$ cat config.mk
export PLATFORM = sky130hd
export DESIGN_NAME = disk_transfer_sequencer_top
export DESIGN_NICKNAME = d
export VERILOG_FILES = /design/src/hw/rtl/dts_pkg.sv /design/src/hw/rtl/dts_step_unit.sv /design/src/hw/rtl/dts_sequencer.sv /design/src/hw/rtl/disk_transfer_sequencer_top.sv
export SDC_FILE = /design/constraint.sdc
export NUM_CORES = 1
export LEC_CHECK = 0
export BUFFER_PORTS_ARGS = -buffer_cell sky130_fd_sc_hd__buf_4
export CORE_UTILIZATION = 30
export DETAILED_ROUTE_END_ITERATION = 10
export GPL_TIMING_DRIVEN = 0
export HOLD_SLACK_MARGIN = 0.08
export PLACE_DENSITY = 0.53
export SLEW_MARGIN = 20
export SYNTH_ARGS = -nofsm -noshare
export SYNTH_HDL_FRONTEND = slang
export SYNTH_SLANG_ARGS = --single-unit
$ cat constraint.sdc
create_clock -name clock -period 5.6 [get_ports clock]
set_input_delay 1.12 -clock clock [delete_from_list [all_inputs] [get_ports clock]]
set_output_delay 1.12 -clock clock [all_outputs]
set_load 0.005 [all_outputs]
$ cat src/hw/rtl/dts_pkg.sv
// Shared types and codes for the disk transfer sequencer.
// Used by dts_step_unit, dts_sequencer and disk_transfer_sequencer_top.
package dts_pkg;

   // result kinds
   localparam logic [1:0] KIND_SEEK     = 2'd0;
   localparam logic [1:0] KIND_READ     = 2'd1;
   localparam logic [1:0] KIND_WRITE    = 2'd2;
   localparam logic [1:0] KIND_COMPLETE = 2'd3;

   // completion status codes
   localparam logic [2:0] STAT_OK        = 3'd0;
   localparam logic [2:0] STAT_BAD_UNIT  = 3'd1;
   localparam logic [2:0] STAT_BAD_TRACK = 3'd2;
   localparam logic [2:0] STAT_BAD_FIRST = 3'd3;
   localparam logic [2:0] STAT_NULL_BUF  = 3'd4;
   localparam logic [2:0] STAT_PAST_END  = 3'd5;

   // csr register indexes
   localparam logic [1:0] CSR_UNIT_COUNT = 2'd0;
   localparam logic [1:0] CSR_TRACKS_U0  = 2'd1;
   localparam logic [1:0] CSR_TRACKS_U1  = 2'd2;

   // result slots per request; the completion always takes the last one
   localparam int MAX_RESULTS = 36;
   localparam int RES_CNT_W   = $clog2(MAX_RESULTS);

   typedef enum logic [2:0] {
      ST_IDLE,
      ST_CHECK,
      ST_SEEK,
      ST_XFER,
      ST_NEXT,
      ST_DONE
   } state_type;

   typedef struct packed {
      logic [1:0]  unit_count;
      logic [10:0] tracks_u0;
      logic [10:0] tracks_u1;
   } cfg_type;

   // shared add/compare unit: sum = a + b, ge = (sum >= lim)
   typedef struct packed {
      logic [31:0] a;
      logic [31:0] b;
      logic [10:0] lim;
   } step_op_type;

   typedef struct packed {
      logic [31:0] sum;
      logic        ge;
   } step_res_type;

endpackage

$ cat src/hw/rtl/dts_step_unit.sv
// Shared 32-bit adder with limit compare for the transfer sequencer.
// Depends on dts_pkg for the operand and result structs.
module dts_step_unit
   import dts_pkg::*;
(
   input  step_op_type  op,
   output step_res_type res
);

   logic [31:0] sum;

   assign sum     = op.a + op.b;
   assign res.sum = sum;
   assign res.ge  = (sum >= 32'(op.lim));

endmodule

$ cat src/hw/rtl/dts_sequencer.sv
// Request check and command sequencer with output register.
// Depends on dts_pkg and dts_step_unit (shared add/compare).
module dts_sequencer
   import dts_pkg::*;
#(
   parameter int TRACK_SECTORS = 16,
   parameter int SECTOR_BYTES  = 512,
   parameter int MAX_SECTORS   = 32,
   parameter int MAX_TRACKS    = 1024,
   parameter int UNITS         = 2
) (
   input  logic        clock,
   input  logic        reset,
   input  cfg_type     cfg,
   input  logic        req_valid,
   output logic        req_ready,
   input  logic [1:0]  req_unit,
   input  logic        req_is_write,
   input  logic [9:0]  req_start_track,
   input  logic [7:0]  req_first_sector,
   input  logic [5:0]  req_sector_count,
   input  logic [31:0] req_buffer_address,
   output logic        rsp_valid,
   input  logic        rsp_ready,
   output logic [1:0]  rsp_kind,
   output logic [9:0]  rsp_track_number,
   output logic [3:0]  rsp_sector_index,
   output logic [31:0] rsp_memory_address,
   output logic [2:0]  rsp_status,
   output logic        rsp_last
);

   localparam int IDX_W = $clog2(TRACK_SECTORS + 1);

   state_type            state_ff, state_in;
   logic [1:0]           unit_ff, unit_in;
   logic                 write_ff, write_in;
   logic [10:0]          cur_ff, cur_in;
   logic [10:0]          tracks_ff, tracks_in;
   logic [7:0]           first_ff, first_in;
   logic [IDX_W-1:0]     idx_ff, idx_in;
   logic [5:0]           left_ff, left_in;
   logic [31:0]          addr_ff, addr_in;
   logic [2:0]           status_ff, status_in;
   logic [RES_CNT_W-1:0] nres_ff, nres_in;

   logic        rsp_valid_ff, rsp_valid_in;
   logic [1:0]  kind_ff;
   logic [9:0]  track_ff;
   logic [3:0]  sector_ff;
   logic [31:0] maddr_ff;
   logic [2:0]  stat_ff;
   logic        last_ff;

   logic        emit;
   logic [1:0]  e_kind;
   logic [9:0]  e_track;
   logic [3:0]  e_sector;
   logic [31:0] e_addr;
   logic [2:0]  e_status;
   logic        e_last;

   logic         emit_ok;
   logic         room;
   logic         go;
   logic [1:0]   units_eff;
   logic [10:0]  trk_sel;
   logic [10:0]  trk_lim;
   step_op_type  op;
   step_res_type res;

   dts_step_unit u_step (
      .op  (op),
      .res (res)
   );

   assign emit_ok   = !rsp_valid_ff || rsp_ready;
   // non-completion results stop one short of the slot limit
   assign room      = (nres_ff < RES_CNT_W'(MAX_RESULTS - 1));
   assign go        = !room || emit_ok;
   assign units_eff = (32'(cfg.unit_count) > 32'(UNITS)) ? 2'(UNITS) : cfg.unit_count;
   assign trk_sel   = (unit_ff == 2'd0) ? cfg.tracks_u0 : cfg.tracks_u1;
   assign trk_lim   = (32'(trk_sel) > 32'(MAX_TRACKS)) ? 11'(MAX_TRACKS) : trk_sel;

   always_ff @(posedge clock) begin
      if (reset) begin
         state_ff <= ST_IDLE;
      end else begin
         state_ff <= state_in;
      end
   end

   always_comb begin
      state_in  = state_ff;
      unit_in   = unit_ff;
      write_in  = write_ff;
      cur_in    = cur_ff;
      tracks_in = tracks_ff;
      first_in  = first_ff;
      idx_in    = idx_ff;
      left_in   = left_ff;
      addr_in   = addr_ff;
      status_in = status_ff;
      nres_in   = nres_ff;
      req_ready = 1'b0;
      emit      = 1'b0;
      e_kind    = KIND_COMPLETE;
      e_track   = '0;
      e_sector  = '0;
      e_addr    = '0;
      e_status  = STAT_OK;
      e_last    = 1'b0;
      op.a      = addr_ff;
      op.b      = 32'(SECTOR_BYTES);
      op.lim    = tracks_ff;

      unique case (state_ff)
         ST_IDLE: begin
            req_ready = 1'b1;
            if (req_valid) begin
               unit_in   = req_unit;
               write_in  = req_is_write;
               cur_in    = {1'b0, req_start_track};
               first_in  = req_first_sector;
               addr_in   = req_buffer_address;
               left_in   = (32'(req_sector_count) > 32'(MAX_SECTORS)) ?
                           6'(MAX_SECTORS) : req_sector_count;
               status_in = STAT_OK;
               nres_in   = '0;
               state_in  = ST_CHECK;
            end
         end
         ST_CHECK: begin
            // track range check runs through the shared unit with b = 0
            op.a      = 32'(cur_ff);
            op.b      = '0;
            op.lim    = trk_lim;
            tracks_in = trk_lim;
            idx_in    = IDX_W'(first_ff);
            priority if (unit_ff >= units_eff) begin
               status_in = STAT_BAD_UNIT;
               state_in  = ST_DONE;
            end else if (res.ge) begin
               status_in = STAT_BAD_TRACK;
               state_in  = ST_DONE;
            end else if (32'(first_ff) >= 32'(TRACK_SECTORS)) begin
               status_in = STAT_BAD_FIRST;
               state_in  = ST_DONE;
            end else if (addr_ff == 32'd0) begin
               status_in = STAT_NULL_BUF;
               state_in  = ST_DONE;
            end else begin
               state_in  = ST_SEEK;
            end
         end
         ST_SEEK: begin
            e_kind  = KIND_SEEK;
            e_track = cur_ff[9:0];
            emit    = room && emit_ok;
            if (emit) begin
               nres_in = nres_ff + 1'b1;
            end
            if (go) begin
               state_in = (left_ff == 6'd0) ? ST_DONE : ST_XFER;
            end
         end
         ST_XFER: begin
            if (idx_ff == IDX_W'(TRACK_SECTORS)) begin
               state_in = ST_NEXT;
            end else begin
               e_kind   = write_ff ? KIND_WRITE : KIND_READ;
               e_track  = cur_ff[9:0];
               e_sector = 4'(idx_ff);
               e_addr   = addr_ff;
               emit     = room && emit_ok;
               if (emit) begin
                  nres_in = nres_ff + 1'b1;
               end
               if (go) begin
                  addr_in  = res.sum;
                  idx_in   = idx_ff + 1'b1;
                  left_in  = left_ff - 1'b1;
                  state_in = (left_ff == 6'd1) ? ST_DONE : ST_XFER;
               end
            end
         end
         ST_NEXT: begin
            op.a   = 32'(cur_ff);
            op.b   = 32'd1;
            op.lim = tracks_ff;
            cur_in = res.sum[10:0];
            if (res.ge) begin
               status_in = STAT_PAST_END;
               state_in  = ST_DONE;
            end else begin
               idx_in   = '0;
               state_in = ST_SEEK;
            end
         end
         ST_DONE: begin
            e_kind   = KIND_COMPLETE;
            e_status = status_ff;
            e_last   = 1'b1;
            emit     = emit_ok;
            if (emit_ok) begin
               state_in = ST_IDLE;
            end
         end
         default: begin
            state_in = ST_IDLE;
         end
      endcase
   end

   always_ff @(posedge clock) begin
      unit_ff   <= unit_in;
      write_ff  <= write_in;
      cur_ff    <= cur_in;
      tracks_ff <= tracks_in;
      first_ff  <= first_in;
      idx_ff    <= idx_in;
      left_ff   <= left_in;
      addr_ff   <= addr_in;
      status_ff <= status_in;
      nres_ff   <= nres_in;
   end

   // output register
   assign rsp_valid_in = emit ? 1'b1 : (rsp_ready ? 1'b0 : rsp_valid_ff);

   always_ff @(posedge clock) begin
      if (reset) begin
         rsp_valid_ff <= 1'b0;
      end else begin
         rsp_valid_ff <= rsp_valid_in;
      end
   end

   always_ff @(posedge clock) begin
      if (emit) begin
         kind_ff   <= e_kind;
         track_ff  <= e_track;
         sector_ff <= e_sector;
         maddr_ff  <= e_addr;
         stat_ff   <= e_status;
         last_ff   <= e_last;
      end
   end

   assign rsp_valid          = rsp_valid_ff;
   assign rsp_kind           = kind_ff;
   assign rsp_track_number   = track_ff;
   assign rsp_sector_index   = sector_ff;
   assign rsp_memory_address = maddr_ff;
   assign rsp_status         = stat_ff;
   assign rsp_last           = last_ff;

   a_one_req_at_a_time: assert property (@(posedge clock) disable iff (reset)
      (req_valid && req_ready) |=> !req_ready)
      else $error("request taken while a run is in progress");

   a_result_cap: assert property (@(posedge clock) disable iff (reset)
      (state_ff != ST_IDLE && state_ff != ST_CHECK) |->
         (nres_ff <= RES_CNT_W'(MAX_RESULTS - 1)))
      else $error("command count passed the result limit");

   a_xfer_in_range: assert property (@(posedge clock) disable iff (reset)
      (state_ff == ST_XFER || state_ff == ST_SEEK) |-> (cur_ff < tracks_ff))
      else $error("transfer on a track past the unit's end");

   a_idx_bound: assert property (@(posedge clock) disable iff (reset)
      (state_ff == ST_XFER) |-> (32'(idx_ff) <= 32'(TRACK_SECTORS)))
      else $error("sector index beyond track size");

   a_seek_fixed: assert property (@(posedge clock) disable iff (reset)
      (rsp_valid && rsp_kind == KIND_SEEK) |->
         (rsp_sector_index == 4'd0 && rsp_memory_address == 32'd0 && !rsp_last))
      else $error("seek carries sector or address");

endmodule

$ cat src/hw/rtl/disk_transfer_sequencer_top.sv
// Disk transfer sequencer: one request becomes a seek, per-sector commands and a completion.
// An accepted request passes the check state; the first command, or a failed check's
// completion, then leaves through the output register. Commands follow one per cycle
// while rsp_ready is high; a track change passes an end-of-track step and ST_NEXT with
// no command. One request at a time; single 32-bit add/compare unit. Reset: synchronous,
// active high; clears sequencer, output valid and csr regs. Needs dts_pkg, dts_sequencer.
module disk_transfer_sequencer_top
   import dts_pkg::*;
#(
   parameter int TRACK_SECTORS = 16,
   parameter int SECTOR_BYTES  = 512,
   parameter int MAX_SECTORS   = 32,
   parameter int MAX_TRACKS    = 1024,
   parameter int UNITS         = 2
) (
   input  logic        clock,
   input  logic        reset,
   // csr write channel
   input  logic        csr_valid,
   output logic        csr_ready,
   input  logic [1:0]  csr_index,
   input  logic [10:0] csr_data,
   // request channel
   input  logic        req_valid,
   output logic        req_ready,
   input  logic [1:0]  req_unit,
   input  logic        req_is_write,
   input  logic [9:0]  req_start_track,
   input  logic [7:0]  req_first_sector,
   input  logic [5:0]  req_sector_count,
   input  logic [31:0] req_buffer_address,
   // result channel
   output logic        rsp_valid,
   input  logic        rsp_ready,
   output logic [1:0]  rsp_kind,
   output logic [9:0]  rsp_track_number,
   output logic [3:0]  rsp_sector_index,
   output logic [31:0] rsp_memory_address,
   output logic [2:0]  rsp_status,
   output logic        rsp_last
);

   logic [1:0]  unit_count_ff, unit_count_in;
   logic [10:0] tracks_u0_ff, tracks_u0_in;
   logic [10:0] tracks_u1_ff, tracks_u1_in;
   cfg_type     cfg;

   // csr writes are always taken; an unknown index is dropped
   assign csr_ready = 1'b1;

   always_comb begin
      unit_count_in = unit_count_ff;
      tracks_u0_in  = tracks_u0_ff;
      tracks_u1_in  = tracks_u1_ff;
      if (csr_valid) begin
         unique case (csr_index)
            CSR_UNIT_COUNT: unit_count_in = csr_data[1:0];
            CSR_TRACKS_U0:  tracks_u0_in  = csr_data;
            CSR_TRACKS_U1:  tracks_u1_in  = csr_data;
            default: begin
               unit_count_in = unit_count_ff;
            end
         endcase
      end
   end

   always_ff @(posedge clock) begin
      if (reset) begin
         unit_count_ff <= '0;
         tracks_u0_ff  <= '0;
         tracks_u1_ff  <= '0;
      end else begin
         unit_count_ff <= unit_count_in;
         tracks_u0_ff  <= tracks_u0_in;
         tracks_u1_ff  <= tracks_u1_in;
      end
   end

   assign cfg.unit_count = unit_count_ff;
   assign cfg.tracks_u0  = tracks_u0_ff;
   assign cfg.tracks_u1  = tracks_u1_ff;

   // check, seek/transfer sequencing and the output register all live here;
   // ready is high only between runs
   dts_sequencer #(
      .TRACK_SECTORS (TRACK_SECTORS),
      .SECTOR_BYTES  (SECTOR_BYTES),
      .MAX_SECTORS   (MAX_SECTORS),
      .MAX_TRACKS    (MAX_TRACKS),
      .UNITS         (UNITS)
   ) u_seq (
      .clock              (clock),
      .reset              (reset),
      .cfg                (cfg),
      .req_valid          (req_valid),
      .req_ready          (req_ready),
      .req_unit           (req_unit),
      .req_is_write       (req_is_write),
      .req_start_track    (req_start_track),
      .req_first_sector   (req_first_sector),
      .req_sector_count   (req_sector_count),
      .req_buffer_address (req_buffer_address),
      .rsp_valid          (rsp_valid),
      .rsp_ready          (rsp_ready),
      .rsp_kind           (rsp_kind),
      .rsp_track_number   (rsp_track_number),
      .rsp_sector_index   (rsp_sector_index),
      .rsp_memory_address (rsp_memory_address),
      .rsp_status         (rsp_status),
      .rsp_last           (rsp_last)
   );

endmodule
* Word level (Yosys, flattened, before mapping)
Cells that the tools add are included. Widths: inputs -> output; s select.
Word-level totals: flip-flop bits (word level) 165, input port bits 77, logic and storage cells 132
Operators by class: add/sub/neg operators 4, $lt $le $gt $ge 7, eq/ne operators 18, muxes and demuxes 54, bitwise logic cells 1, reductions and logical operators 27
Operator list (number):
- $pmux 75 s2 | 1
- $mux 32 | 3
- $pmux 32 s2 | 1
- $mux 3 | 18
- $mux 6 | 7
- $mux 11 | 3
- $add 32x32->32 | 1
- $ge 32x11->1 | 1
- $logic_not 32->1 | 1
- $pmux 11 s2 | 1
- $pmux 10 s2 | 1
- $pmux 3 s6 | 1
- $pmux 6 s3 | 1
- $reduce_and 4->1 | 4
- $mux 5 | 3
- $pmux 5 s3 | 1
- $pmux 6 s2 | 1
- $gt 11x11->1 const B | 1
- $mux 10 | 1
- $reduce_and 2->1 | 5
- $pmux 3 s3 | 1
- $reduce_bool 3->1 | 3
- $ge 8x5->1 const B | 1
- $ne 2x1->1 const B | 4
- 31 further kinds | 46

* Longest topological paths before layout
Gate-level depths: netlist (run 1).
depth after elaboration 10, gate-level depth with buffers 27, gate-level depth less buffers 22

* Hierarchy
Synthesis (run 1) repeated with hierarchy kept, for this count alone.
Second synthesis, totals: cell total of the unflattened synthesis 995, area, all modules 9907.0 sq um
By module, submodules not included:
- dts_sequencer | times used 1, cells an instance 589, area an instance 6722.7 sq um
- dts_step_unit | times used 1, cells an instance 311, area an instance 2170.8 sq um
- disk_transfer_sequencer_top | times used 1, cells an instance 95, area an instance 1013.5 sq um

* Worst setup path after synthesis (run 1)
OpenSTA, ideal clock, no wires.
path kind register to register, start point reg u_seq.state_ff[2], end point reg u_seq.idx_ff[0] (enable), arrival 4.547 ns, data required time 5.244 ns, slack 0.697 ns, stages on the path, launching flop included 21, buffers on the path 6, cell sequence dfxtp_1 buf_2 xor2_1 nand2_1 buf_6 buf_6 clkbuf_1 clkbuf_1 nand2_1 nand2_1 ha_1 ha_1 inv_2 o41a_1 buf_6 or3_4 o221a_4 a2111oi_4 nand4_2 nor3_2 a2bb2oi_1
Between the ends: word-level cells in the longest chain between the ends 6, elaborated cells on any way between the ends 11, classes of those cells add/sub (1); order compare (1); eq/ne (6); mux (1); reduce/logical (2)
RTL lines:
- start: declaration | line dts_sequencer.sv:35 | state_type state_ff, state_in;
- start signal: assignment | line dts_sequencer.sv:89 | state_ff <= state_in;
- $eq 3x3->1 / $eq 3x1->1 (equally long branches) | line dts_sequencer.sv:117 | unique case (state_ff)
- $pmux 75 s2 | line dts_sequencer.sv:117
- $add 32x32->32 | line dts_step_unit.sv:12 | assign sum = op.a + op.b;
- $ge 32x11->1 | line dts_step_unit.sv:14 | assign res.ge = (sum >= 32'(op.lim));
- $ne 2x2->1 (no source line)
- $reduce_and 4->1 (no source line) *
- end signal: assignment | line dts_sequencer.sv:221 | idx_ff <= idx_in;
- end: declaration | line dts_sequencer.sv:41 | logic [IDX_W-1:0] idx_ff, idx_in;
Mark *: on every way between the ends. The rest lies on a longest branch, timed or not. A chain may end at the register's enable or synchronous reset.

* Worst setup path after layout (run 1)
start point reg u_seq.state_ff[2], end point reg u_seq.idx_ff[3] (enable)
Same word-level chain as after synthesis.

==> impl_metrics.env, run 1 <==
export IMPL_status="finished, final reports clean"
export IMPL_syn_inst=848
export IMPL_syn2layout_area_growth_pct=25.15
export IMPL_die_area_um2=30180
export IMPL_synth_top_family_by_area="simple AND/OR/NAND/NOR gates"
export IMPL_finalCriticalPeriod_ns=5.232
export IMPL_path_max_fanout=10
export IMPL_worst_clock_skew_ns=0.01362
export IMPL_numCtsBuffers=17
export IMPL_p_leak_nw=4.317
export IMPL_synthFlopType="edfxtp_1"
export IMPL_synthDistinctLibCells=76
export IMPL_cts_max_path_buffers=2
export IMPL_insertion_delay_ns=0.43
export IMPL_synth_seq_cells=165
export IMPL_finalSetupViolations=0
export IMPL_finalHoldViolCount=0
export IMPL_grt_pass1_wl_um=39390
export IMPL_p_per_area_nw_per_um2=323.0
export IMPL_rsz0062_at_grt="no"
export IMPL_grt_overflow=0
export IMPL_min_path_type="flop to flop"
export IMPL_drtIter0Drc=589
export IMPL_port_buffers=129
export IMPL_cp_end_kind="flop"
export IMPL_yosysWarnings=0
export IMPL_placedCellCount=1364
export IMPL_fin_setup_tns_ns=0
export IMPL_antenna_left=0
export IMPL_die_x_um=173.7
export IMPL_layout_commonest_cell="edfxtp_1"
export IMPL_slew_viol_final=0
export IMPL_internal_power_mw=2.436
export IMPL_ys_seq_area_frac=0.5284
export IMPL_grt_pass1_vias=6676
export IMPL_placed_cell_area_um2=10390
export IMPL_wl_per_cell_um=18.36
export IMPL_via_per_inst=5.037
export IMPL_syn_avg_cell_area_um2=10.43
export IMPL_power_switching_mw=1.139
export IMPL_globalRouteTotalUtil=0.1715
export IMPL_holdWs_ns=0.5055
export IMPL_core_region_area_um2=28860
export IMPL_drc=0
export IMPL_power_frac_comb=0.234
export IMPL_cts_tree="done"
export IMPL_drv_cap=0
export IMPL_wl_um=25670
export IMPL_synth_area_mux_share=0.05290
export IMPL_num_vias=7042
export IMPL_cts_hold_buf=0
export IMPL_async_flop_share=0
export IMPL_crit_type="flop to flop"
export IMPL_hpwl_um=19470
export IMPL_arrival_ns=5.35
export IMPL_final_area_um2=11070
export IMPL_worst_slew_pin_slew_ns=0.9717
export IMPL_ios=132
export IMPL_htreeDepth=4
export IMPL_diodes=0
export IMPL_fmax_mhz=191.1
export IMPL_ir_drop_uv=197.3
export IMPL_path_clk_slew_ns=0.07
export IMPL_power_share_sequential=0.445
export IMPL_final_cell_mix="edfxtp_1 (137), buf_4 (134), nand2_1 (109)"
export IMPL_fin_crit_sh=0.9342
export IMPL_cp_required_ns=5.72
export IMPL_netSwitchingFraction=0.3186
export IMPL_grt_max_degree=28
export IMPL_fp_dieH_um=173.7
export IMPL_start_kind="flop"
export IMPL_synth_compound_area_frac=0.1081
export IMPL_fin_cells=1398
export IMPL_pwr_share_clk=0.321
export IMPL_gp_congestion=0.9075
export IMPL_synth_xor_xnor_area_share=0.04243
export IMPL_synth_edff_count=137
export IMPL_final_nets=1098
export IMPL_cts_sinks=165
export IMPL_total_power_mw=3.575
export IMPL_hold_start="tracks_u0_ff[10]$_SDFFE_PP0P_"
export IMPL_synthSimpleGateAreaFrac=0.2025
export IMPL_reg2reg_from="u_seq.state_ff[2]$_SDFFE_PP0P_"
export IMPL_synthAdderAreaFrac=0.02829
export IMPL_wl_met2_um=11680
export IMPL_fp_row_count=62
export IMPL_met3_length_um=1219
export IMPL_cts_root_buffer="clkbuf_16"
export IMPL_drt_pass1_iter_count=7
export IMPL_top_layer_used="met4"
export IMPL_syn_nets=945
export IMPL_grt_antenna_before_repair=0
export IMPL_initial_utilization=0.3065
export IMPL_drive_gt1_frac=0.2130
export IMPL_met1_length_um=12490
export IMPL_relSlewSlack=0.3498
export IMPL_startpoint="u_seq.state_ff[2]$_SDFFE_PP0P_"
export IMPL_synth_area_um2=8846
==> cell type report <==
class / count / area (um2)
clock inverter: 11 / 88.84
multi-input combinational: 610 / 3950
sequential: 165 / 4676
tap: 384 / 480.5
fill: 2959 / 17790
timing repair buffer: 134 / 1059
clock buffer: 21 / 481.7
inverter: 23 / 86.33
buffer: 50 / 249.0
==> power groups by stage <==
stage                     Sequential (mW)  Combinational, mW  Clock [mW]
after floorplan                      1.57              0.523           0
after global placement               1.62              0.779           0
final                                1.59              0.836        1.15
after detailed placement             1.61              0.804           0
after global routing                 1.61              0.925        1.21
after CTS                            1.59              0.816        1.17
==> cell families after synthesis <==
family                   after synthesis
XOR/XNOR                              42
multiplexers                          46
AND/OR/NAND/NOR                      348
adder cells (fa/ha/maj)               20
AO/OA/AOI/OAI                        153
other                                  1
buffers and inverters                 73
flip-flops                           165
==> critical path, cell delays in order, from the launching register on <==
cell and delay, ns:
dfxtp_1 0.30, buf_2 0.16, xor2_2 0.19, nand2_1 0.15, buf_6 0.17, buf_6 0.16, clkbuf_4 0.23, buf_4 0.22
nand2_1 0.07, nand2_1 0.07, ha_2 0.26, nand3_2 0.16, nor4_4 0.35, nor2_1 0.15, nor2_1 0.16, xnor2_1 0.20
inv_1 0.08, ha_1 0.21, nor3_1 0.18, o311ai_0 0.22, a31oi_1 0.24, and4_1 0.27, nand4_4 0.16, nor3_4 0.30
a2bb2oi_4 0.25
==> worst paths after layout <==
path,to,slack [ns],cells after the start
worst max register to register,u_seq.idx_ff[3]$_DFFE_PP_,0.37,24
worst min register to register,tracks_u0_ff[10]$_SDFFE_PP0P_,0.51,2
worst max-delay path,u_seq.idx_ff[3]$_DFFE_PP_,0.37,24
worst min-delay path,tracks_u0_ff[10]$_SDFFE_PP0P_,0.51,2
==> sequential cells by signal, indices dropped and copies added, names as in the netlist, 2 cells and up <==
register	cells
tracks_u0_ff	11
tracks_u1_ff	11
u_seq.addr_ff	32
u_seq.cur_ff	11
u_seq.first_ff	8
u_seq.idx_ff	5
u_seq.left_ff	6
u_seq.nres_ff	6
u_seq.rsp_kind	2
u_seq.rsp_memory_address	32
u_seq.rsp_sector_index	4
u_seq.rsp_status	3
u_seq.rsp_track_number	10
u_seq.state_ff	3
u_seq.status_ff	3
u_seq.tracks_ff	11
u_seq.unit_ff	2
unit_count_ff	2
==> synth_stat cells, types with 12 or more instances <==
cell type / instances / share of area
xnor2_1: 25 / 0.025
a21oi_1: 33 / 0.019
nand3_1: 20 / 0.011
and2_1: 18 / 0.013
xor2_1: 16 / 0.016
o21ai_0: 70 / 0.040
inv_1: 22 / 0.0093
nor2_1: 67 / 0.028
edfxtp_1: 137 / 0.47
and3_1: 38 / 0.027
clkbuf_1: 36 / 0.015
nand4_1: 12 / 0.0085
ha_1: 20 / 0.028
dfxtp_1: 28 / 0.063
nor4_1: 16 / 0.011
mux2i_1: 40 / 0.045
nand2_1: 109 / 0.046
==> routing by layer <==
metal / vias up / global-route usage
li1: 3415 / -
met1: 3385 / 0.2448
met2: 226 / 0.2697
met3: 16 / 0.02763
met4: 0 / 0.04276
met5: - / 0
==> repair_timing <==
action / 4_1_cts / 5_1_grt
setup endpoints to repair: 14 / 14
endpoints found under the hold margin: 0 / 0
pin swaps: 1 / 2
resized for setup: 7 / 16
cloned: 0 / 0
buffers inserted: 1 / 1
==> metrics by stage <==
| stage | setup WS [ns] | utilization |
|---|---|---|
| after detailed placement | -0.8783 | 0.3599 |
| after CTS | 0.08851 | 0.3809 |
| after floorplan | 0.6970 | - |
| after global routing | 0.04650 | 0.3836 |
| after global placement | -0.7707 | 0.3567 |
| final | 0.3683 | 0.3836 |
Note: power is estimated with default switching activity, not from simulation.
==> run 2: changes to the inputs <==
Settings changed: GPL_ROUTABILITY_DRIVEN set to 0, PLACE_DENSITY 0.53 to not set, PLACE_DENSITY_LB_ADDON set to 0.12.
==> impl_metrics.env, run 2 (synthesis results as in run 1) <==
export IMPL_grt_pass1_vias=6843
export IMPL_htreeDepth=4
export IMPL_finalCriticalPeriod_ns=5.077
export IMPL_holdPathStages=2
export IMPL_ir_drop_uv=158.9
export IMPL_placed_cell_area_um2=10390
export IMPL_drtIter0Drc=534
export IMPL_r2r_end="u_seq.status_ff[2]$_DFFE_PP_"
export IMPL_p_leak_nw=4.330
export IMPL_start_kind="flop"
export IMPL_cts_tree="done"
export IMPL_fin_util=0.3838
export IMPL_hpwl_um=20030
export IMPL_path_max_fanout=19
export IMPL_grt_max_degree=27
export IMPL_die_x_um=173.7
export IMPL_multi_input_area_um2=3924
export IMPL_cp_required_ns=5.77
export IMPL_n_fill_cell=2963
export IMPL_wl_per_cell_um=18.84
export IMPL_drc=0
export IMPL_core_region_area_um2=28860
export IMPL_placedCellCount=1365
export IMPL_relSlewSlack=0.3593
export IMPL_fp_dieH_um=173.7
export IMPL_worst_slew_pin_slew_ns=0.9522
export IMPL_wl_um=26330
export IMPL_fin_crit_sh=0.9066
export IMPL_grt_overflow=0
export IMPL_final_area_um2=11080
export IMPL_final_cell_mix="edfxtp_1 (137), buf_4 (132), nand2_1 (109)"
export IMPL_finalSetupViolations=0
export IMPL_via_per_inst=5.046
export IMPL_grt_antenna_before_repair=0
export IMPL_regArea_um2=4674
export IMPL_ios=132
export IMPL_finalHoldViolCount=0
export IMPL_final_nets=1097
export IMPL_min_path_type="flop to flop"
export IMPL_globalRouteTotalUtil=0.1778
export IMPL_die_area_um2=30180
export IMPL_fin_setup_tns_ns=0
export IMPL_fmax_mhz=197.0
export IMPL_grt_pass1_wl_um=40680
export IMPL_drv_cap=0
export IMPL_holdWs_ns=0.5068
export IMPL_antenna_left=0
export IMPL_cts_max_path_buffers=2
export IMPL_fp_row_count=62
export IMPL_layout_commonest_cell="edfxtp_1"
export IMPL_cts_root_buffer="clkbuf_16"
export IMPL_r2r_slack_ns=0.52
export IMPL_insertion_delay_ns=0.44
export IMPL_dpl_worst_slack_ns=-0.8146
export IMPL_slew_viol_final=0
export IMPL_num_vias=7049
export IMPL_numCtsBuffers=17
export IMPL_path_clk_slew_ns=0.07
export IMPL_diodes=0
export IMPL_total_power_mw=3.638
export IMPL_arrival_ns=5.25
export IMPL_initial_utilization=0.3065
export IMPL_reg2regPathDepth=27
export IMPL_fin_cells=1397
export IMPL_fin_ws_ns=0.5232
export IMPL_worst_clock_skew_ns=0.01251
export IMPL_startpoint="u_seq.state_ff[2]$_SDFFE_PP0P_"
export IMPL_drive_gt1_frac=0.2093
export IMPL_reg2reg_from="u_seq.state_ff[2]$_SDFFE_PP0P_"
export IMPL_cts_sinks=165
export IMPL_crit_type="flop to flop"
export IMPL_port_buffers=129
export IMPL_rsz0062_at_grt="no"
export IMPL_drt_pass1_iter_count=5
export IMPL_endpoint="u_seq.status_ff[2]$_DFFE_PP_"
export IMPL_p_per_area_nw_per_um2=328.5
export IMPL_cp_end_kind="flop"
export IMPL_syn2layout_area_growth_pct=25.20
export IMPL_status="finished, final reports clean"
[run 2: cell count changes in the layout (fill, tap and decap cells not counted), moves of 2 or more]
cell	previous run	this run
clkbuf_16	18	21
clkinv_4	5	2
buf_4	134	132
inv_4	1	3
inv_6	2	0
[run 2: layer usage]
metal / part of all wire / up-vias / global-route usage
li1: - / 3417 / -
met1: 0.49 / 3395 / 0.2553
met2: 0.45 / 205 / 0.2731
met3: 0.048 / 32 / 0.03026
met4: 0.016 / 0 / 0.05227
met5: 0 / - / 0
[run 2: area by class of cell]
cell class              count  area share
flip-flops and latches    165      0.4221
multi-input cells         610      0.3543
repair buffers            134     0.09535
clock buffers              25     0.05061
well taps                 384     0.04338
plain buffers              49     0.02180
inverters                  23    0.007795
clock inverters             7    0.004745
[run 2: timing repair]
item / in CTS / in global routing
hold buffers: 0 / 0
setup buffers: 1 / 0
endpoints found under the setup margin: 14 / 12
gates resized for setup: 7 / 9
pin swaps: 1 / 1
[run 2: how the worst min path moves through the flow]
stage / startpoint / end / slack (ns)
5_1_grt: u_seq.status_ff[0]$_DFFE_PP_ / u_seq.rsp_status[0]$_SDFFCE_PN0P_ / 0.55
3_5_place_dp: unit_count_ff[0]$_SDFFE_PP0P_ / unit_count_ff[0]$_SDFFE_PP0P_ / 0.49
4_1_cts: unit_count_ff[0]$_SDFFE_PP0P_ / unit_count_ff[0]$_SDFFE_PP0P_ / 0.51
3_3_place_gp: tracks_u0_ff[10]$_SDFFE_PP0P_ / tracks_u0_ff[10]$_SDFFE_PP0P_ / 0.47
6_report: unit_count_ff[0]$_SDFFE_PP0P_ / unit_count_ff[0]$_SDFFE_PP0P_ / 0.51
2_1_floorplan: unit_count_ff[0]$_SDFFE_PP0P_ / unit_count_ff[0]$_SDFFE_PP0P_ / 0.45
[run 2: worst max-delay path: stages (launching register included)]
cell and delay [ns]:
dfxtp_1 0.30, buf_2 0.16, xor2_2 0.18, nand2_1 0.16, buf_6 0.17, buf_6 0.21, clkbuf_4 0.25, nand2_1 0.07
nand2_1 0.07, ha_2 0.24, ha_2 0.27, inv_2 0.10, nor2_1 0.15, nand2_1 0.08, xnor2_1 0.13, nor2_1 0.12
a21oi_2 0.09, ha_1 0.22, a21oi_1 0.13, nor2b_1 0.05, o21ai_0 0.14, o311ai_0 0.18, a31oi_1 0.22, and4_1 0.23
nand4_2 0.21, nor3_4 0.34, buf_4 0.20, a21oi_1 0.11
[run 2: report_power, final]
group	internal (mW)	switching (mW)
clock network	0.704	0.517
logic	0.323	0.504
registers	1.48	0.112
total	2.50	1.13
